==> config.mk <==
export PLATFORM = sky130hd
export DESIGN_NAME = tcw_front
export DESIGN_NICKNAME = d
export VERILOG_FILES = /design/src/tcw_pkg.sv /design/src/tcw_front.sv
export SDC_FILE = /design/constraint.sdc
export NUM_CORES = 1
export LEC_CHECK = 0
export BUFFER_PORTS_ARGS = -buffer_cell sky130_fd_sc_hd__buf_2
export CORE_UTILIZATION = 30
export CTS_BUF_LIST = sky130_fd_sc_hd__clkbuf_8
export DETAILED_ROUTE_END_ITERATION = 8
export PLACE_DENSITY = 0.78
export SLEW_MARGIN = 25
export SYNTH_ARGS = -nofsm -noshare
export SYNTH_HDL_FRONTEND = slang
export SYNTH_SLANG_ARGS = --single-unit
==> constraint.sdc <==
create_clock -name aclk -period 1.4 [get_ports aclk]
set_input_delay 0.42 -clock aclk [delete_from_list [all_inputs] [get_ports aclk]]
set_output_delay 0.42 -clock aclk [all_outputs]
set_load 0.005 [all_outputs]
==> src/tcw_pkg.sv <==
package tcw_pkg;

    // Screen geometry.
    localparam int COLUMNS    = 80;
    localparam int ROWS       = 25;
    localparam int CELL_COUNT = COLUMNS * ROWS;

    // Internal widths follow from the geometry.
    localparam int COL_W  = $clog2(COLUMNS);
    localparam int ROW_W  = $clog2(ROWS);
    localparam int CELL_W = $clog2(CELL_COUNT);

    // Port field widths.
    localparam int OP_W     = 2;
    localparam int IN_COL_W = 7;
    localparam int IN_ROW_W = 5;
    localparam int BYTE_W   = 8;
    localparam int DATA_W   = 2 * BYTE_W;

    localparam logic [BYTE_W-1:0] NEWLINE_CODE       = 8'd10;
    localparam logic [BYTE_W-1:0] DEFAULT_ATTR_RESET = 8'd15;

    // Depth of the command queue between front and back.
    localparam int QUEUE_DEPTH = 2;

    typedef enum logic [OP_W-1:0] {
        OP_PUT  = 2'd0,
        OP_SET  = 2'd1,
        OP_READ = 2'd2,
        OP_NONE = 2'd3
    } op_e_t;

    // One classified command as it travels through the queue.
    typedef struct packed {
        op_e_t              op;
        logic               use_pos;
        logic               is_newline;
        logic [COL_W-1:0]   col;
        logic [ROW_W-1:0]   row;
        logic [DATA_W-1:0]  cell_word;
    } cmd_t;

    // Clamp a column field to the last column.
    function automatic logic [COL_W-1:0] clamp_col(input logic [IN_COL_W-1:0] c);
        if (32'(c) > COLUMNS - 1) begin
            return COL_W'(COLUMNS - 1);
        end
        return COL_W'(c);
    endfunction

    // Clamp a row field to the last row.
    function automatic logic [ROW_W-1:0] clamp_row(input logic [IN_ROW_W-1:0] r);
        if (32'(r) > ROWS - 1) begin
            return ROW_W'(ROWS - 1);
        end
        return ROW_W'(r);
    endfunction

    // Linear cell index of a row and column.
    function automatic logic [CELL_W-1:0] cell_addr(input logic [ROW_W-1:0] r,
                                                    input logic [COL_W-1:0] c);
        return CELL_W'(32'(r) * COLUMNS + 32'(c));
    endfunction

endpackage

==> src/tcw_front.sv <==
module tcw_front import tcw_pkg::*; (
    input  logic                 aclk,
    input  logic                 aresetn,
    // Input channel
    input  logic                 s_valid,
    output logic                 s_ready,
    input  logic [OP_W-1:0]      s_operation,
    input  logic                 s_use_position,
    input  logic [IN_COL_W-1:0]  s_column,
    input  logic [IN_ROW_W-1:0]  s_row,
    input  logic [BYTE_W-1:0]    s_char_code,
    input  logic [BYTE_W-1:0]    s_attribute,
    // Configuration channel
    input  logic                 cfg_valid,
    output logic                 cfg_ready,
    input  logic [BYTE_W-1:0]    cfg_wdata,
    // Toward the command queue
    output logic                 cmd_valid,
    input  logic                 cmd_ready,
    output cmd_t                 cmd,
    // Back end still clearing the screen
    input  logic                 clear_busy
);

    logic [BYTE_W-1:0] default_attr_reg;
    logic [BYTE_W-1:0] default_attr_next;
    logic [BYTE_W-1:0] attr_sel;

    // The register is always ready to take a write.
    assign cfg_ready = 1'b1;

    always_comb begin
        default_attr_next = default_attr_reg;
        if (cfg_valid) begin
            default_attr_next = cfg_wdata;
        end
    end

    always_ff @(posedge aclk) begin
        if (!aresetn) begin
            default_attr_reg <= DEFAULT_ATTR_RESET;
        end else begin
            default_attr_reg <= default_attr_next;
        end
    end

    // A zero attribute picks the default one.
    assign attr_sel = (s_attribute == '0) ? default_attr_reg : s_attribute;

    // Classify the transaction and clamp its position.
    always_comb begin
        cmd.op         = op_e_t'(s_operation);
        cmd.use_pos    = s_use_position;
        cmd.is_newline = (s_char_code == NEWLINE_CODE);
        cmd.col        = clamp_col(s_column);
        cmd.row        = clamp_row(s_row);
        cmd.cell_word  = {attr_sel, s_char_code};
    end

    // No transaction is taken while the screen is being cleared.
    assign cmd_valid = s_valid && !clear_busy;
    assign s_ready   = cmd_ready && !clear_busy;

endmodule

==> metrics.txt <==
status=complete, but fails checks; failing checks=setup timing; WHS Path Cells=3; Peak VDD IR=0.000569 V; residual DRC count=0; Slew Limit Fails=0; Post-Route WL=1980 um; worst r2r src=default_attr_reg[1]$_SDFFE_PN1P_; number of synthesized flops with an enable pin=0; area grow syn2layout=68.6%; HP Start=cfg_wdata[2]; Main synth FF type=dfxtp_1; IO Pins=80; Worst Skew=0 ns; post-route clock period utilization=119%; Tmin final=1.66 ns; post-route ant nets=0; Clock Sinks=8; ranking of synthesized cells by area=dfxtp_1 24%, buf_4 14%, a41o_1 12%, mux2i_1 12%, nor2b_1 7.6%; achievable frequency=0.602 GHz; PnR worst setup slack=-0.261 ns; flops & latches, synth=8; Worst Path Required=0.98 ns; RSZ-0062 raised after global routing=true; Initial Util=32.9%; layout cells sized above 1=60.5%; Die ar.=0.00238 mm2; Core ar.=0.00200 mm2; CTS Buf Count=3; Fin Setup TNS=-2.10 ns; Setup crit start kind=input port; Setup violations, final=9; drt pass-1 iters=3; Mean Syn Cell Area=8.33 um2; initial antenna violation count=0; share of the synthesized area in the top cell type=24.3%; vias in the first global route=752; # Post-CTS Setup Buffers=0; setup slack, reg-to-reg=0.79 ns; Clk Latency, worst-skew pair=0.23 ns; Synth area leader=dfxtp_1; CP bufs+invs=2; chip height=48.8 um; Clock H-tree levels=1; DP HPWL=1690 um; drt via density=4.70; Hold EP=default_attr_reg[2]$_SDFFE_PN1P_; Syn Inst Count=79; DP Area=0.00101 mm2; post-layout total power=0.000763 W; DR vias=817; most common cell in the synthesized netlist=buf_4; Clk pin slew, worst setup/hold paths=0.04 ns; HP Class=input port to register; clock root buffer=clkbuf_8; Reg2Reg Capture Point=default_attr_reg[1]$_SDFFE_PN1P_; # diodes=0; post-synthesis sequential area ratio=24.3%; Synth cell types=17; Tot GR Track Use=17.2%; GP Congestion=0.773; pwr dens=688 mW/mm2; Max-cap violations=0; Final Instance Area=0.00111 mm2; synth warn=0; max reg flops=8; LEAKAGE=0.644 nW; first-pass GRT wire length=3180 um; Syn Std Cell Area=658 um2; IO buf count=72; crit-path cells=buf_8, nor4_4, a41o_1, buf_2; largest net degree at the start of global routing=9; Fin Hold WS=0.407 ns; CTS max path bufs=2; die width=48.8 um; cell family with most CP delay=simple AND/OR/NAND/NOR gates; Slowest cell on crit path=nor4_4; GRT overflow=0; Site Rows=16; final hold vios=0; Nets=194; Arr. time, crit path=1.24 ns; Worst Setup Path Type=input port to primary output; post-synthesis async set-or-reset flop share=0%; Crit. End Element=primary output; CP peak stage delay=0.37 ns; drt initial violations=8; syn_nets=124; Routed wire per std cell=11.4 um; r2r worst-path depth=2; number of fill cells=192; CTS tree=done; CP Max Fanout=4
where the power goes:
group          internal, W  switching, W
registers         0.000243    0.00000816
logic             0.000141     0.0000961
clock network     0.000186     0.0000888
worst min-delay path, cell delays in order:
cell     delay [ns]
buf_2          0.08
mux2i_1        0.05
nand2_1        0.05
timing repair:
action | CTS | global route
pin swaps | 8 | 11
hold buffers | 0 | 0
resized for setup | 9 | 6
cloned | 0 | 0
setup endpoints to repair | 13 | 13
cell families after synthesis:
kind of cell | synth area share (%)
AOI/OAI and AO/OA | 12.9
buffers and inverters | 20.7
DFF | 24.3
muxes | 12.2
other | 0.570
and+or+nand+nor | 29.3
placed cells by master, fill, tap and decap left out:
cell type and count:
buf_2 66, buf_4 9, nor2b_1 8, inv_1 8, a41o_1 8, mux2i_1 8, dfxtp_1 8, nand2_1 5
nor2_1 4, nand2b_1 4, buf_6 4, and2_1 3, clkbuf_8 3, nor4_4 2, buf_8 2, o21ai_2 1
or4_4 1, nand4bb_1 1, nor2_2 1, conb_1 1
per-layer routing:
layer	GRT usage, %	wire [um]	vias up
li1	-	-	390
met1	14.3	631	375
met5	0	0	-
met4	7.35	28	0
met2	37.3	1140	49
met3	3.43	178	3
worst max path at each step:
stage | from | to | slack, ns | cells past startpoint
CTS | s_attribute[6] | cmd[10] | -0.27 | 4
floorplan | s_char_code[5] | cmd[28] | -0.06 | 2
global route | s_attribute[5] | cmd[10] | -0.32 | 4
detailed placement | s_attribute[4] | cmd[10] | -0.30 | 4
global placement | s_attribute[0] | cmd[15] | -0.25 | 4
finish | s_attribute[5] | cmd[10] | -0.26 | 4
stage by stage:
step	utilization, %	std cells	setup slack [ns]
6_report	55.4	174	-0.261
5_1_grt	55.4	174	-0.319
4_1_cts	54.3	174	-0.269
3_5_place_dp	50.6	171	-0.296
3_3_place_gp	50.6	171	-0.248
2_1_floorplan	-	79	-0.0592
layout make-up:
type | instances | area (um2) | share of cell area (%)
tap | 27 | 33.8 | 3.04
timing repair buffer | 81 | 473 | 42.6
sequential | 8 | 160 | 14.4
inverter | 8 | 30.0 | 2.71
clock buffer | 3 | 41.3 | 3.72
multi-input combinational | 47 | 372 | 33.5
Power figures use the tool's default switching activity.
