<file path="src/tcw_pkg.sv">
package tcw_pkg;

    // Screen geometry.
    localparam int COLUMNS    = 80;
    localparam int ROWS       = 25;
    localparam int CELL_COUNT = COLUMNS * ROWS;

    // Internal widths follow from the geometry.
    localparam int COL_W  = $clog2(COLUMNS);
    localparam int ROW_W  = $clog2(ROWS);
    localparam int CELL_W = $clog2(CELL_COUNT);

    // Port field widths.
    localparam int OP_W     = 2;
    localparam int IN_COL_W = 7;
    localparam int IN_ROW_W = 5;
    localparam int BYTE_W   = 8;
    localparam int DATA_W   = 2 * BYTE_W;

    localparam logic [BYTE_W-1:0] NEWLINE_CODE       = 8'd10;
    localparam logic [BYTE_W-1:0] DEFAULT_ATTR_RESET = 8'd15;

    // Depth of the command queue between front and back.
    localparam int QUEUE_DEPTH = 2;

    typedef enum logic [OP_W-1:0] {
        OP_PUT  = 2'd0,
        OP_SET  = 2'd1,
        OP_READ = 2'd2,
        OP_NONE = 2'd3
    } op_e_t;

    // One classified command as it travels through the queue.
    typedef struct packed {
        op_e_t              op;
        logic               use_pos;
        logic               is_newline;
        logic [COL_W-1:0]   col;
        logic [ROW_W-1:0]   row;
        logic [DATA_W-1:0]  cell_word;
    } cmd_t;

    // Clamp a column field to the last column.
    function automatic logic [COL_W-1:0] clamp_col(input logic [IN_COL_W-1:0] c);
        if (32'(c) > COLUMNS - 1) begin
            return COL_W'(COLUMNS - 1);
        end
        return COL_W'(c);
    endfunction

    // Clamp a row field to the last row.
    function automatic logic [ROW_W-1:0] clamp_row(input logic [IN_ROW_W-1:0] r);
        if (32'(r) > ROWS - 1) begin
            return ROW_W'(ROWS - 1);
        end
        return ROW_W'(r);
    endfunction

    // Linear cell index of a row and column.
    function automatic logic [CELL_W-1:0] cell_addr(input logic [ROW_W-1:0] r,
                                                    input logic [COL_W-1:0] c);
        return CELL_W'(32'(r) * COLUMNS + 32'(c));
    endfunction

endpackage

</file>
<file path="src/tcw_cmd_fifo.sv">
module tcw_cmd_fifo import tcw_pkg::*; (
    input  logic aclk,
    input  logic aresetn,
    input  logic in_valid,
    output logic in_ready,
    input  cmd_t in_cmd,
    output logic out_valid,
    input  logic out_ready,
    output cmd_t out_cmd
);

    localparam int PTR_W = (QUEUE_DEPTH > 1) ? $clog2(QUEUE_DEPTH) : 1;
    localparam int CNT_W = $clog2(QUEUE_DEPTH + 1);

    cmd_t             slots_reg [QUEUE_DEPTH];
    logic [PTR_W-1:0] wr_ptr_reg, wr_ptr_next;
    logic [PTR_W-1:0] rd_ptr_reg, rd_ptr_next;
    logic [CNT_W-1:0] count_reg, count_next;
    logic             push, pop;

    assign in_ready  = (32'(count_reg) < QUEUE_DEPTH);
    assign out_valid = (count_reg != '0);
    assign out_cmd   = slots_reg[rd_ptr_reg];
    assign push      = in_valid && in_ready;
    assign pop       = out_valid && out_ready;

    // Pointer and fill count update.
    always_comb begin
        wr_ptr_next = wr_ptr_reg;
        rd_ptr_next = rd_ptr_reg;
        count_next  = count_reg;
        if (push) begin
            wr_ptr_next = (32'(wr_ptr_reg) == QUEUE_DEPTH - 1) ? '0 : wr_ptr_reg + 1'b1;
        end
        if (pop) begin
            rd_ptr_next = (32'(rd_ptr_reg) == QUEUE_DEPTH - 1) ? '0 : rd_ptr_reg + 1'b1;
        end
        if (push && !pop) begin
            count_next = count_reg + 1'b1;
        end else if (pop && !push) begin
            count_next = count_reg - 1'b1;
        end
    end

    always_ff @(posedge aclk) begin
        if (!aresetn) begin
            wr_ptr_reg <= '0;
            rd_ptr_reg <= '0;
            count_reg  <= '0;
        end else begin
            wr_ptr_reg <= wr_ptr_next;
            rd_ptr_reg <= rd_ptr_next;
            count_reg  <= count_next;
        end
    end

    // Slot storage needs no reset.
    always_ff @(posedge aclk) begin
        if (push) begin
            slots_reg[wr_ptr_reg] <= in_cmd;
        end
    end

endmodule

</file>
<file path="config.mk">
export PLATFORM = sky130hd
export DESIGN_NAME = tcw_cmd_fifo
export DESIGN_NICKNAME = d
export VERILOG_FILES = /design/src/tcw_pkg.sv /design/src/tcw_cmd_fifo.sv
export SDC_FILE = /design/constraint.sdc
export NUM_CORES = 1
export LEC_CHECK = 0
export BUFFER_PORTS_ARGS = -buffer_cell sky130_fd_sc_hd__buf_2
export CORE_MARGIN = 2
export CORE_UTILIZATION = 50
export CTS_CLUSTER_SIZE = 12
export DETAILED_ROUTE_END_ITERATION = 7
export HOLD_SLACK_MARGIN = 0.06
export PLACE_DENSITY = 0.79
export REMOVE_ABC_BUFFERS = 1
export SYNTH_ARGS = -nofsm -noshare
export SYNTH_HDL_FRONTEND = slang
export SYNTH_SLANG_ARGS = --single-unit
</file>
<file path="constraint.sdc">
create_clock -name aclk -period 2.4 [get_ports aclk]
set_input_delay 0.72 -clock aclk [delete_from_list [all_inputs] [get_ports aclk]]
set_output_delay 0.72 -clock aclk [all_outputs]
set_load 0.1 [all_outputs]
</file>
==> results of run 1 <==
[placed cells by master (no fill, tap or decap), types with 2 or more instances in the layout]
cell                       count
sky130_fd_sc_hd__xnor2_1       2
sky130_fd_sc_hd__mux2_1        2
sky130_fd_sc_hd__mux2_2       30
sky130_fd_sc_hd__nor2b_1       2
sky130_fd_sc_hd__dfxtp_1       5
sky130_fd_sc_hd__buf_4         4
sky130_fd_sc_hd__edfxtp_1     64
sky130_fd_sc_hd__clkinv_1      5
sky130_fd_sc_hd__buf_2        37
sky130_fd_sc_hd__clkbuf_8      9
sky130_fd_sc_hd__and2_1        4
sky130_fd_sc_hd__buf_12       33
[worst paths after layout]
check | start | endpoint | slack [ps]
max | flip-flop | out_cmd[14] | 200
min | count_reg[1]$_SDFFE_PN0P_ | count_reg[1]$_SDFFE_PN0P_ | 570
max reg2reg | count_reg[1]$_SDFFE_PN0P_ | count_reg[1]$_SDFFE_PN0P_ | 890
min reg2reg | count_reg[1]$_SDFFE_PN0P_ | count_reg[1]$_SDFFE_PN0P_ | 570
[final cells by class]
class,count,area (µm²)
Clock buffer,9,123.9
Clock inverter,7,56.30
Fill cell,303,1170
Timing Repair Buffer,74,875.8
Inverter,1,3.754
Multi-Input combinational cell,49,481.7
Tap cell,67,83.83
Sequential cell,69,2022
[layer usage]
metal	track usage, %	share of wire [%]	vias up
met5	0	0	-
met4	6.433	1.1	0
met3	8.166	7.9	7
met2	27.58	50	58
met1	19.39	41	644
li1	-	-	636
[logic make-up after synthesis]
family / synth area share, %
xor+xnor: 1.037
flops: 79.76
compound gates: 0.9870
fa+ha+maj: 0.4935
simple gates: 2.271
mux: 14.21
buf+inv: 1.234
[metrics by stage]
step	instances	util [%]	TNS (ps)	hold WS, ps	setup slack, ps
final	276	75.71	0	567.9	203.2
after global routing	276	75.71	0	545.4	128.5
after CTS	276	75.71	0	556.4	170.7
after detailed placement	260	71.97	0	559.9	455.7
after global placement	260	71.97	0	510.1	560.5
after floorplan	119	-	-253.9	490.7	-127.0
[tightest hold or removal path, stage by stage, from the launching register on]
cell and delay (ps):
sky130_fd_sc_hd__dfxtp_1 360, sky130_fd_sc_hd__o21ai_0 90, sky130_fd_sc_hd__a21boi_1 70
==> summary.log, run 1 <==
[route] DR vias 1345
[timing] Least-Margin Pin Slew 495.9 ps
[flow_run] max_cap viols 0
[clock_tree] number of buffers inserted for hold repair after clock tree synthesis 0
[global_routing] GRT Total Usage 16.89%
[timing] RSZ-0062 raised after global routing no
[synthesis] share of synthesized registers carrying an async set or reset 0%
[clock_tree] maximum clock path buffer count 2
[worst_hold_path] count of cells along the worst hold path 2
[placement] GPL Wtd Cong 0.7255
[synthesis] synth top area cells sky130_fd_sc_hd__edfxtp_1 76%, sky130_fd_sc_hd__mux2_2 13%, sky130_fd_sc_hd__dfxtp_1 3.9%
[floorplan] Die Span Y 75.20 µm
[synthesis] cell types with the highest counts after synthesis 64 x sky130_fd_sc_hd__edfxtp_1, 30 x sky130_fd_sc_hd__mux2_2, 5 x sky130_fd_sc_hd__dfxtp_1
[synthesis] area of the mapped netlist 2535 µm²
[clock_tree] latest clock arrival within the worst-skew pair 330 ps
[synthesis] total of warnings raised by yosys 0
[route] iteration count of the initial detailed-routing pass 6
[setup_path] Slowest Stage Delay on Critical Path 390 ps
[route] final wirelength 4420 µm
[timing] number of hold violations in the final report 0
[floorplan] placement row count 25
[setup_path] kind of end point of the critical path output pin
[floorplan] boundary pin count 70
[setup_path] startpoint kind of the worst setup timing path flip-flop
[placement] DPL Wire Length 3091 µm
[clock_tree] depth of the CTS H-tree 3
[setup_path] Critical Path AT 1480 ps
[cells_and_area] fraction of layout instances using a drive strength above 1 55.50%
[clock_tree] root buffer selected by CTS sky130_fd_sc_hd__clkbuf_8
[clock_tree] clock net sink count 69
[timing] worst-case headroom to the max-slew limit 67.17%
[route] average wire per cell in the routed design 16.01 µm
[synthesis] Post-synth EDFFs 64
[synthesis] mean instance size in the synthesized netlist 20.61 µm²
[global_routing] overflow left after global routing 0
[floorplan] area of the core 4817 µm²
[synthesis] Primary FF master, synth sky130_fd_sc_hd__edfxtp_1
[worst_hold_path] min-delay worst type reg2reg
[setup_path] worst-path cell chain buf_12 > mux2_1 > buf_12
[timing] highest clock frequency the design can meet 455.2 MHz
[synthesis] largest area contributor in the synthesized netlist sky130_fd_sc_hd__edfxtp_1
[global_routing] global-route wire length before repair 6534 µm
[clock_tree] Post-CTS Setup Bufs 0
[cells_and_area] number of flip-flops under the largest register name 64
[setup_path] critical path depth in cells 3
[timing] Final Cycle Share 91.54%
[cells_and_area] final net count 241
[clock_tree] clock transition at the register clock pins on the worst setup and hold paths after CTS 60 ps
[timing] Slew Limit Fails 0
[synthesis] number of distinct standard cells referenced by the synthesized netlist 19
[clock_tree] number of buffers created by CTS 9
[synthesis] number of flip-flops and latches in the synthesized netlist 69
[cells_and_area] design area 3647 µm²
[global_routing] via count of the first global-routing pass 1402
[setup_path] dominant delay contributor by cell family on the critical path buffers and inverters
[setup_path] worst-case reg-to-reg path depth 4
[setup_path] Worst Path Max Fanout 32
[setup_path] critical setup path kind reg2out
[global_routing] largest net degree at the start of global routing 33
[placement] Buffers on Ports 69
[status] run status complete, no violations
[cells_and_area] count of antenna diodes in the layout 0
[timing] Final setup violation count 0
[synthesis] cell with the most instances after synthesis sky130_fd_sc_hd__edfxtp_1
[cells_and_area] Area Growth Syn to Fin 43.88%
[clock_tree] clock tree from TritonCTS done
[route] detailed-route vias per instance 4.873
[setup_path] most repeated library cell on the critical path sky130_fd_sc_hd__buf_12
[timing] Min Clock Period, post-route 2197 ps
[floorplan] area of the die 5655 µm²
[floorplan] Die Width 75.20 µm
[setup_path] WP buf/inv 2
[setup_path] master of the slowest instance on the critical path sky130_fd_sc_hd__mux2_1
[synthesis] share of Yosys cell area claimed by the top area cell type 75.81%
[clock_tree] post-CTS sizing 0
[global_routing] antenna violations before repair 0
[timing] setup clock skew after layout 6.233 ps
[synthesis] fraction of the yosys area taken by sequential cells 79.76%
[route] DRC viols 0
[setup_path] required time of the critical path 1680 ps
[floorplan] starting density of the core 52.62%
[placement] Placed Instance Area 3467 µm²
[route] Iteration-0 DRC Markers 72
[synthesis] post-synthesis instance total 123
[route] DRT antenna net count 0
Power of run 1 is left out: the tool's default activity adds up to more than one toggle a clock period on the data nets, which glitch-free logic cannot reach.
==> run 2: changes to the inputs <==
--- a/config.mk
+++ b/config.mk
@@ -6,12 +6,14 @@
 export NUM_CORES = 1
 export LEC_CHECK = 0
 export BUFFER_PORTS_ARGS = -buffer_cell sky130_fd_sc_hd__buf_2
+export CELL_PAD_IN_SITES_DETAIL_PLACEMENT = 1
+export CELL_PAD_IN_SITES_GLOBAL_PLACEMENT = 1
 export CORE_MARGIN = 2
-export CORE_UTILIZATION = 50
+export CORE_UTILIZATION = 43
 export CTS_CLUSTER_SIZE = 12
 export DETAILED_ROUTE_END_ITERATION = 7
 export HOLD_SLACK_MARGIN = 0.06
-export PLACE_DENSITY = 0.79
+export PLACE_DENSITY = 0.8
 export REMOVE_ABC_BUFFERS = 1
 export SYNTH_ARGS = -nofsm -noshare
 export SYNTH_HDL_FRONTEND = slang
==> run 2 against run 1 <==
Compared with the run above:
- routed wire length up 16%
- setup slack lost 47 ps
- die area rose by 15%
- critical endpoint is now out_cmd[9]
- highest routed layer unchanged
- global-route usage grew 0.29 points
==> summary.log, run 2 (synthesis results as in run 1) <==
[status] run status complete, no violations
[worst_hold_path] count of cells along the worst hold path 2 [unchanged]
[clock_tree] latest clock arrival within the worst-skew pair 330 ps [about the same]
[setup_path] worst-path cell chain buf_12 > mux2_2 > buf_12
[cells_and_area] final net count 241 [unchanged]
[cells_and_area] multi-input gate area in the final layout 481.7 µm² [unchanged]
[timing] highest clock frequency the design can meet 445.7 MHz [-2.1%]
[floorplan] area of the core 5608 µm² [+16%]
[timing] Slew Limit Fails 0 [unchanged]
[floorplan] Die Span Y 80.78 µm [+7.4%]
[setup_path] Critical Path AT 1520 ps [+40 ps]
[global_routing] overflow left after global routing 0 [unchanged]
[clock_tree] root buffer selected by CTS sky130_fd_sc_hd__clkbuf_8
[cells_and_area] highest-count cells in the layout ignoring fill and taps 64 x sky130_fd_sc_hd__edfxtp_1, 37 x sky130_fd_sc_hd__buf_2, 33 x sky130_fd_sc_hd__buf_12
[global_routing] GRT Total Usage 17.18% [+0.29 points]
[timing] RSZ-0062 raised after global routing no
[timing] worst-case setup margin in the final layout 156.5 ps [-46.67 ps]
[timing] Final Cycle Share 93.48% [+1.9 points]
[timing] Least-Margin Pin Slew 486.0 ps [-9.890 ps]
[floorplan] boundary pin count 70 [unchanged]
[floorplan] placement row count 27 [+8.0%]
[setup_path] worst-case reg-to-reg path depth 4 [unchanged]
[setup_path] most repeated library cell on the critical path sky130_fd_sc_hd__buf_12
[route] DRC viols 0 [unchanged]
[setup_path] kind of end point of the critical path output pin
[setup_path] Slowest Stage Delay on Critical Path 410 ps [+20 ps]
[timing] number of hold violations in the final report 0 [unchanged]
[floorplan] area of the die 6525 µm² [+15%]
[setup_path] WP buf/inv 2 [unchanged]
[clock_tree] maximum clock path buffer count 2 [unchanged]
[setup_path] dominant delay contributor by cell family on the critical path flip-flops
[clock_tree] clock net sink count 69 [unchanged]
[floorplan] starting density of the core 45.20% [-7.4 points]
[clock_tree] number of buffers created by CTS 9 [unchanged]
[cells_and_area] Fillers 517 [+71%]
[timing] Final setup violation count 0 [unchanged]
[cells_and_area] most frequent standard cell in the layout excluding fill and tap cells sky130_fd_sc_hd__edfxtp_1
[clock_tree] clock tree from TritonCTS done
[timing] setup clock skew after layout 4.357 ps [-1.875 ps]
[placement] worst setup timing slack at the placement stage 367.3 ps [-88.34 ps]
[setup_path] minimum setup slack among reg-to-reg paths 910 ps [+20 ps]
[worst_hold_path] min-delay worst type reg2reg
[setup_path] required time of the critical path 1680 ps [about the same]
[flow_run] max_cap viols 0 [unchanged]
[cells_and_area] design area 3632 µm² [-0.41%]
[timing] total negative slack for setup checks 0 ps [unchanged]
[timing] worst-case headroom to the max-slew limit 67.83% [+0.65 points]
[setup_path] startpoint of the worst-slack reg-to-reg timing path count_reg[1]$_SDFFE_PN0P_
[cells_and_area] number of flip-flops under the largest register name 64 [unchanged]
[route] average wire per cell in the routed design 18.22 µm [+14%]
[setup_path] master of the slowest instance on the critical path sky130_fd_sc_hd__dfxtp_2
[placement] Placed Instance Area 3473 µm² [+0.18%]
[setup_path] critical setup path kind reg2out
[setup_path] startpoint kind of the worst setup timing path flip-flop
[cells_and_area] Area Growth Syn to Fin 43.29%
[route] final wirelength 5121 µm [+16%]
[timing] Min Clock Period, post-route 2244 ps [+46.67 ps]
[route] detailed-route vias per instance 4.829 [-0.90%]
[worst_hold_path] Worst Hold Endpoint count_reg[1]$_SDFFE_PN0P_
[placement] Buffers on Ports 69 [unchanged]
[clock_tree] clock transition at the register clock pins on the worst setup and hold paths after CTS 70 ps [about the same]
[global_routing] via count of the first global-routing pass 1535 [+9.5%]
[cells_and_area] count of antenna diodes in the layout 0 [unchanged]
[placement] DPL Wire Length 3866 µm [+25%]
[setup_path] Worst Path Max Fanout 27 [-16%]
[route] DRT antenna net count 0 [unchanged]
[floorplan] Die Width 80.78 µm [+7.4%]
[setup_path] reg2reg end count_reg[1]$_SDFFE_PN0P_
[global_routing] global-route wire length before repair 7921 µm [+21%]
[placement] GPL Wtd Cong 0.6985 [-3.7%]
[cells_and_area] fraction of layout instances using a drive strength above 1 56.94% [+1.4 points]
[cells_and_area] footprint of the flip-flops and latches 2023 µm² [about the same]
[clock_tree] depth of the CTS H-tree 3 [unchanged]
[global_routing] antenna violations before repair 0 [unchanged]
[route] iteration count of the initial detailed-routing pass 4 [-2]
[route] DR vias 1357 [+0.89%]
[worst_hold_path] worst hold start count_reg[1]$_SDFFE_PN0P_
[global_routing] largest net degree at the start of global routing 28 [-15%]
[route] Iteration-0 DRC Markers 25 [-65%]
## run 2: cell type report
cell class                 instances  area share, %
clock buffer                      10          3.514
timing repair buffer              74          24.11
clock inverter                     6         0.8267
multi-input combinational         49          13.26
sequential                        69          55.70
inverter                           1         0.1033
tap                               72          2.480
## run 2: worst reg2reg max path, stage by stage (launching register included)
cell	delay, ps
sky130_fd_sc_hd__dfxtp_1	350
sky130_fd_sc_hd__nor2b_1	250
sky130_fd_sc_hd__ha_1	310
sky130_fd_sc_hd__or3_1	350
sky130_fd_sc_hd__a21boi_1	150
## run 2: worst max path at each step
stage	startpoint	endpoint	depth (start not counted)
detailed placement	flip-flop	out_cmd[22]	3
global route	flip-flop	out_cmd[13]	3
global placement	flip-flop	out_cmd[16]	3
CTS	flip-flop	out_cmd[13]	3
finish	flip-flop	out_cmd[9]	3
floorplan	flip-flop	out_cmd[13]	1
## run 2: layer usage
metal  GRT usage (%)  wire, µm
met1           18.59      1856
met2           31.75      2910
met3           4.444       285
met4           7.288        68
met5               0         0
## run 2: per-stage QoR
stage,utilization (%),hold slack [ps],cells
floorplan,-,490.7,119
global placement,61.94,503.0,265
detailed placement,61.94,544.2,265
CTS,64.75,551.4,281
global route,64.77,565.3,281
finish,64.77,543.1,281
## run 2: timing repair
item / 4_1_cts / 5_1_grt
setup buffers: 0 / 0
setup endpoints to repair: 0 / 27
hold buffers: 0 / 0
resized for setup: 0 / 1
endpoints found under the hold margin: 0 / 0
Power of run 2 is left out for the same reason.
==> run 3: changes to the inputs <==
--- a/config.mk
+++ b/config.mk
@@ -9,12 +9,13 @@
 export CELL_PAD_IN_SITES_DETAIL_PLACEMENT = 1
 export CELL_PAD_IN_SITES_GLOBAL_PLACEMENT = 1
 export CORE_MARGIN = 2
-export CORE_UTILIZATION = 43
+export CORE_UTILIZATION = 46
 export CTS_CLUSTER_SIZE = 12
 export DETAILED_ROUTE_END_ITERATION = 7
 export HOLD_SLACK_MARGIN = 0.06
-export PLACE_DENSITY = 0.8
+export PLACE_DENSITY = 0.85
 export REMOVE_ABC_BUFFERS = 1
+export SLEW_MARGIN = 30
 export SYNTH_ARGS = -nofsm -noshare
 export SYNTH_HDL_FRONTEND = slang
 export SYNTH_SLANG_ARGS = --single-unit
==> constraint.sdc (replaced) <==
create_clock -name aclk -period 2.59 [get_ports aclk]
set_input_delay 0.777 -clock aclk [delete_from_list [all_inputs] [get_ports aclk]]
set_output_delay 0.777 -clock aclk [all_outputs]
set_load 0.1 [all_outputs]
==> run 3 against run 2 <==
Compared with the run above:
- core utilization is 2.7 points higher
- final area is 0.41% higher
- flip-flop and latch count stayed put
- count of clock-buffer cells in the layout is 1 lower
- first-iteration DRC count is 140% higher
- critical path type unchanged
- largest cell class unchanged
==> summary.log, run 3 (synthesis results as in run 1) <==
[placement] DPL Wire Length 4052 µm [+4.8%]
[cells_and_area] highest-count cells in the layout ignoring fill and taps 64 x sky130_fd_sc_hd__edfxtp_1, 37 x sky130_fd_sc_hd__buf_2, 32 x sky130_fd_sc_hd__buf_12
[floorplan] Die Span Y 78.24 µm [-3.2%]
[route] DRT antenna net count 0 [unchanged]
[status] run status complete, no violations
[global_routing] met1 demand-to-capacity share in global routing 19.95% [+1.4 points]
[timing] setup clock skew after layout 6.854 ps [+2.497 ps]
[floorplan] area of the die 6121 µm² [-6.2%]
[cells_and_area] final net count 242 [+0.41%]
[route] DRC viols 0 [unchanged]
[global_routing] busiest metal layer after global routing met2
[route] average wire per cell in the routed design 19.31 µm [+6.0%]
[setup_path] Slowest Stage Delay on Critical Path 410 ps [about the same]
[timing] worst-case headroom to the max-slew limit 67.88% [about the same]
[clock_tree] number of buffers created by CTS 9 [unchanged]
[route] DR vias 1390 [+2.4%]
[global_routing] global-route met3 utilization 7.586% [+3.1 points]
[clock_tree] latest clock arrival within the worst-skew pair 340 ps [about the same]
[timing] highest clock frequency the design can meet 432.0 MHz
[cells_and_area] fraction of layout instances using a drive strength above 1 56.94% [unchanged]
[setup_path] critical setup path kind reg2out
[setup_path] worst-path cell chain buf_4 > mux2_1 > buf_12
[floorplan] area of the core 5405 µm² [-3.6%]
[route] final wirelength 5426 µm [+6.0%]
[placement] Buffers on Ports 69 [unchanged]
[route] Iteration-0 DRC Markers 59 [+140%]
[global_routing] antenna violations before repair 0 [unchanged]
[setup_path] master of the slowest instance on the critical path sky130_fd_sc_hd__mux2_1
[clock_tree] Post-CTS Setup Bufs 0 [unchanged]
[clock_tree] root buffer selected by CTS sky130_fd_sc_hd__clkbuf_8
[clock_tree] maximum clock path buffer count 2 [unchanged]
[global_routing] overflow left after global routing 0 [unchanged]
[timing] number of hold violations in the final report 0 [unchanged]
[cells_and_area] most frequent standard cell in the layout excluding fill and tap cells sky130_fd_sc_hd__edfxtp_1
[clock_tree] depth of the CTS H-tree 3 [unchanged]
[global_routing] global-route wire length before repair 8349 µm [+5.4%]
[clock_tree] clock transition at the register clock pins on the worst setup and hold paths after CTS 70 ps [about the same]
[timing] total negative slack for setup checks 0 ps [unchanged]
[timing] Min Clock Period, post-route 2315 ps
[setup_path] Worst Path Max Fanout 16 [-41%]
[floorplan] Die Width 78.24 µm [-3.2%]
[timing] Final Cycle Share 89.38%
[global_routing] largest net degree at the start of global routing 18 [-36%]
[setup_path] startpoint kind of the worst setup timing path flip-flop
[setup_path] required time of the critical path 1810 ps [+130 ps]
[timing] RSZ-0062 raised after global routing no
[global_routing] GRT Total Usage 19.33% [+2.2 points]
[setup_path] kind of end point of the critical path output pin
[clock_tree] number of buffers inserted for hold repair after clock tree synthesis 0 [unchanged]
[global_routing] met2 routing resource usage after global routing 35.09% [+3.3 points]
[floorplan] starting density of the core 46.90% [+1.7 points]
[route] detailed-route vias per instance 4.947 [+2.4%]
[timing] Slew Limit Fails 0 [unchanged]
[route] iteration count of the initial detailed-routing pass 4 [unchanged]
[timing] Final setup violation count 0 [unchanged]
[cells_and_area] Area Growth Syn to Fin 43.88%
[flow_run] max_cap viols 0 [unchanged]
[global_routing] via count of the first global-routing pass 1599 [+4.2%]
[clock_tree] clock tree from TritonCTS done
[cells_and_area] number of flip-flops under the largest register name 64 [unchanged]
[cells_and_area] count of antenna diodes in the layout 0 [unchanged]
[clock_tree] post-CTS sizing 0 [unchanged]
[placement] GPL Wtd Cong 0.6891 [-1.3%]
[clock_tree] clock net sink count 69 [unchanged]
[worst_hold_path] min-delay worst type reg2reg
[timing] Least-Margin Pin Slew 485.1 ps [-0.8855 ps]
[floorplan] placement row count 27 [unchanged]
[setup_path] Critical Path AT 1540 ps [+20 ps]
[floorplan] boundary pin count 70 [unchanged]
## run 3: metrics by stage
stage | cell area, µm² | utilization, % | setup slack [ps] | hold slack [ps] | cells
finish | 3647 | 67.48 | 275.1 | 547.4 | 281
global route | 3647 | 67.48 | 221.2 | 599.1 | 281
CTS | 3647 | 67.48 | 238.7 | 552.3 | 281
detailed placement | 3468 | 64.17 | 449.5 | 540.3 | 266
global placement | 3468 | 64.17 | 525.9 | 506.4 | 266
floorplan | 2507 | - | 6.033 | 490.7 | 119
## run 3: final cells by class
type                    count  area, µm²
flip-flops and latches     69       2022
multi-input cells          49      481.7
repair buffers             75      870.8
clock inverters             6      55.05
fillers                   482       1758
clock buffers               9      123.9
inverters                   1      3.754
well taps                  72      90.09
## run 3: worst max-delay path: cells and delay by family (launching register included)
| kind | cells | cell delay [ps] |
|---|---|---|
| buffers and inverters | 2 | 440 |
| multiplexers | 1 | 410 |
| flip-flops | 1 | 340 |
## run 3: path summary, 6_finish.rpt
check / slack, ps / cells after the start / end / from
max: 280 / 3 / out_cmd[14] / flip-flop
max reg2reg: 970 / 3 / slots_reg[0][6]$_DFFE_PP_ / count_reg[1]$_SDFFE_PN0P_
min reg2reg: 550 / 2 / count_reg[1]$_SDFFE_PN0P_ / count_reg[1]$_SDFFE_PN0P_
min: 550 / 2 / count_reg[1]$_SDFFE_PN0P_ / count_reg[1]$_SDFFE_PN0P_
## run 3: per-layer routing
layer  up-vias  wire length (µm)  share of wire (%)
met1       697              1914                 35
met3        10               323                6.0
li1        634                 -                  -
met5         -                 0                  0
met4         0                89                1.6
met2        49              3098                 57
Power of run 3 is left out for the same reason.
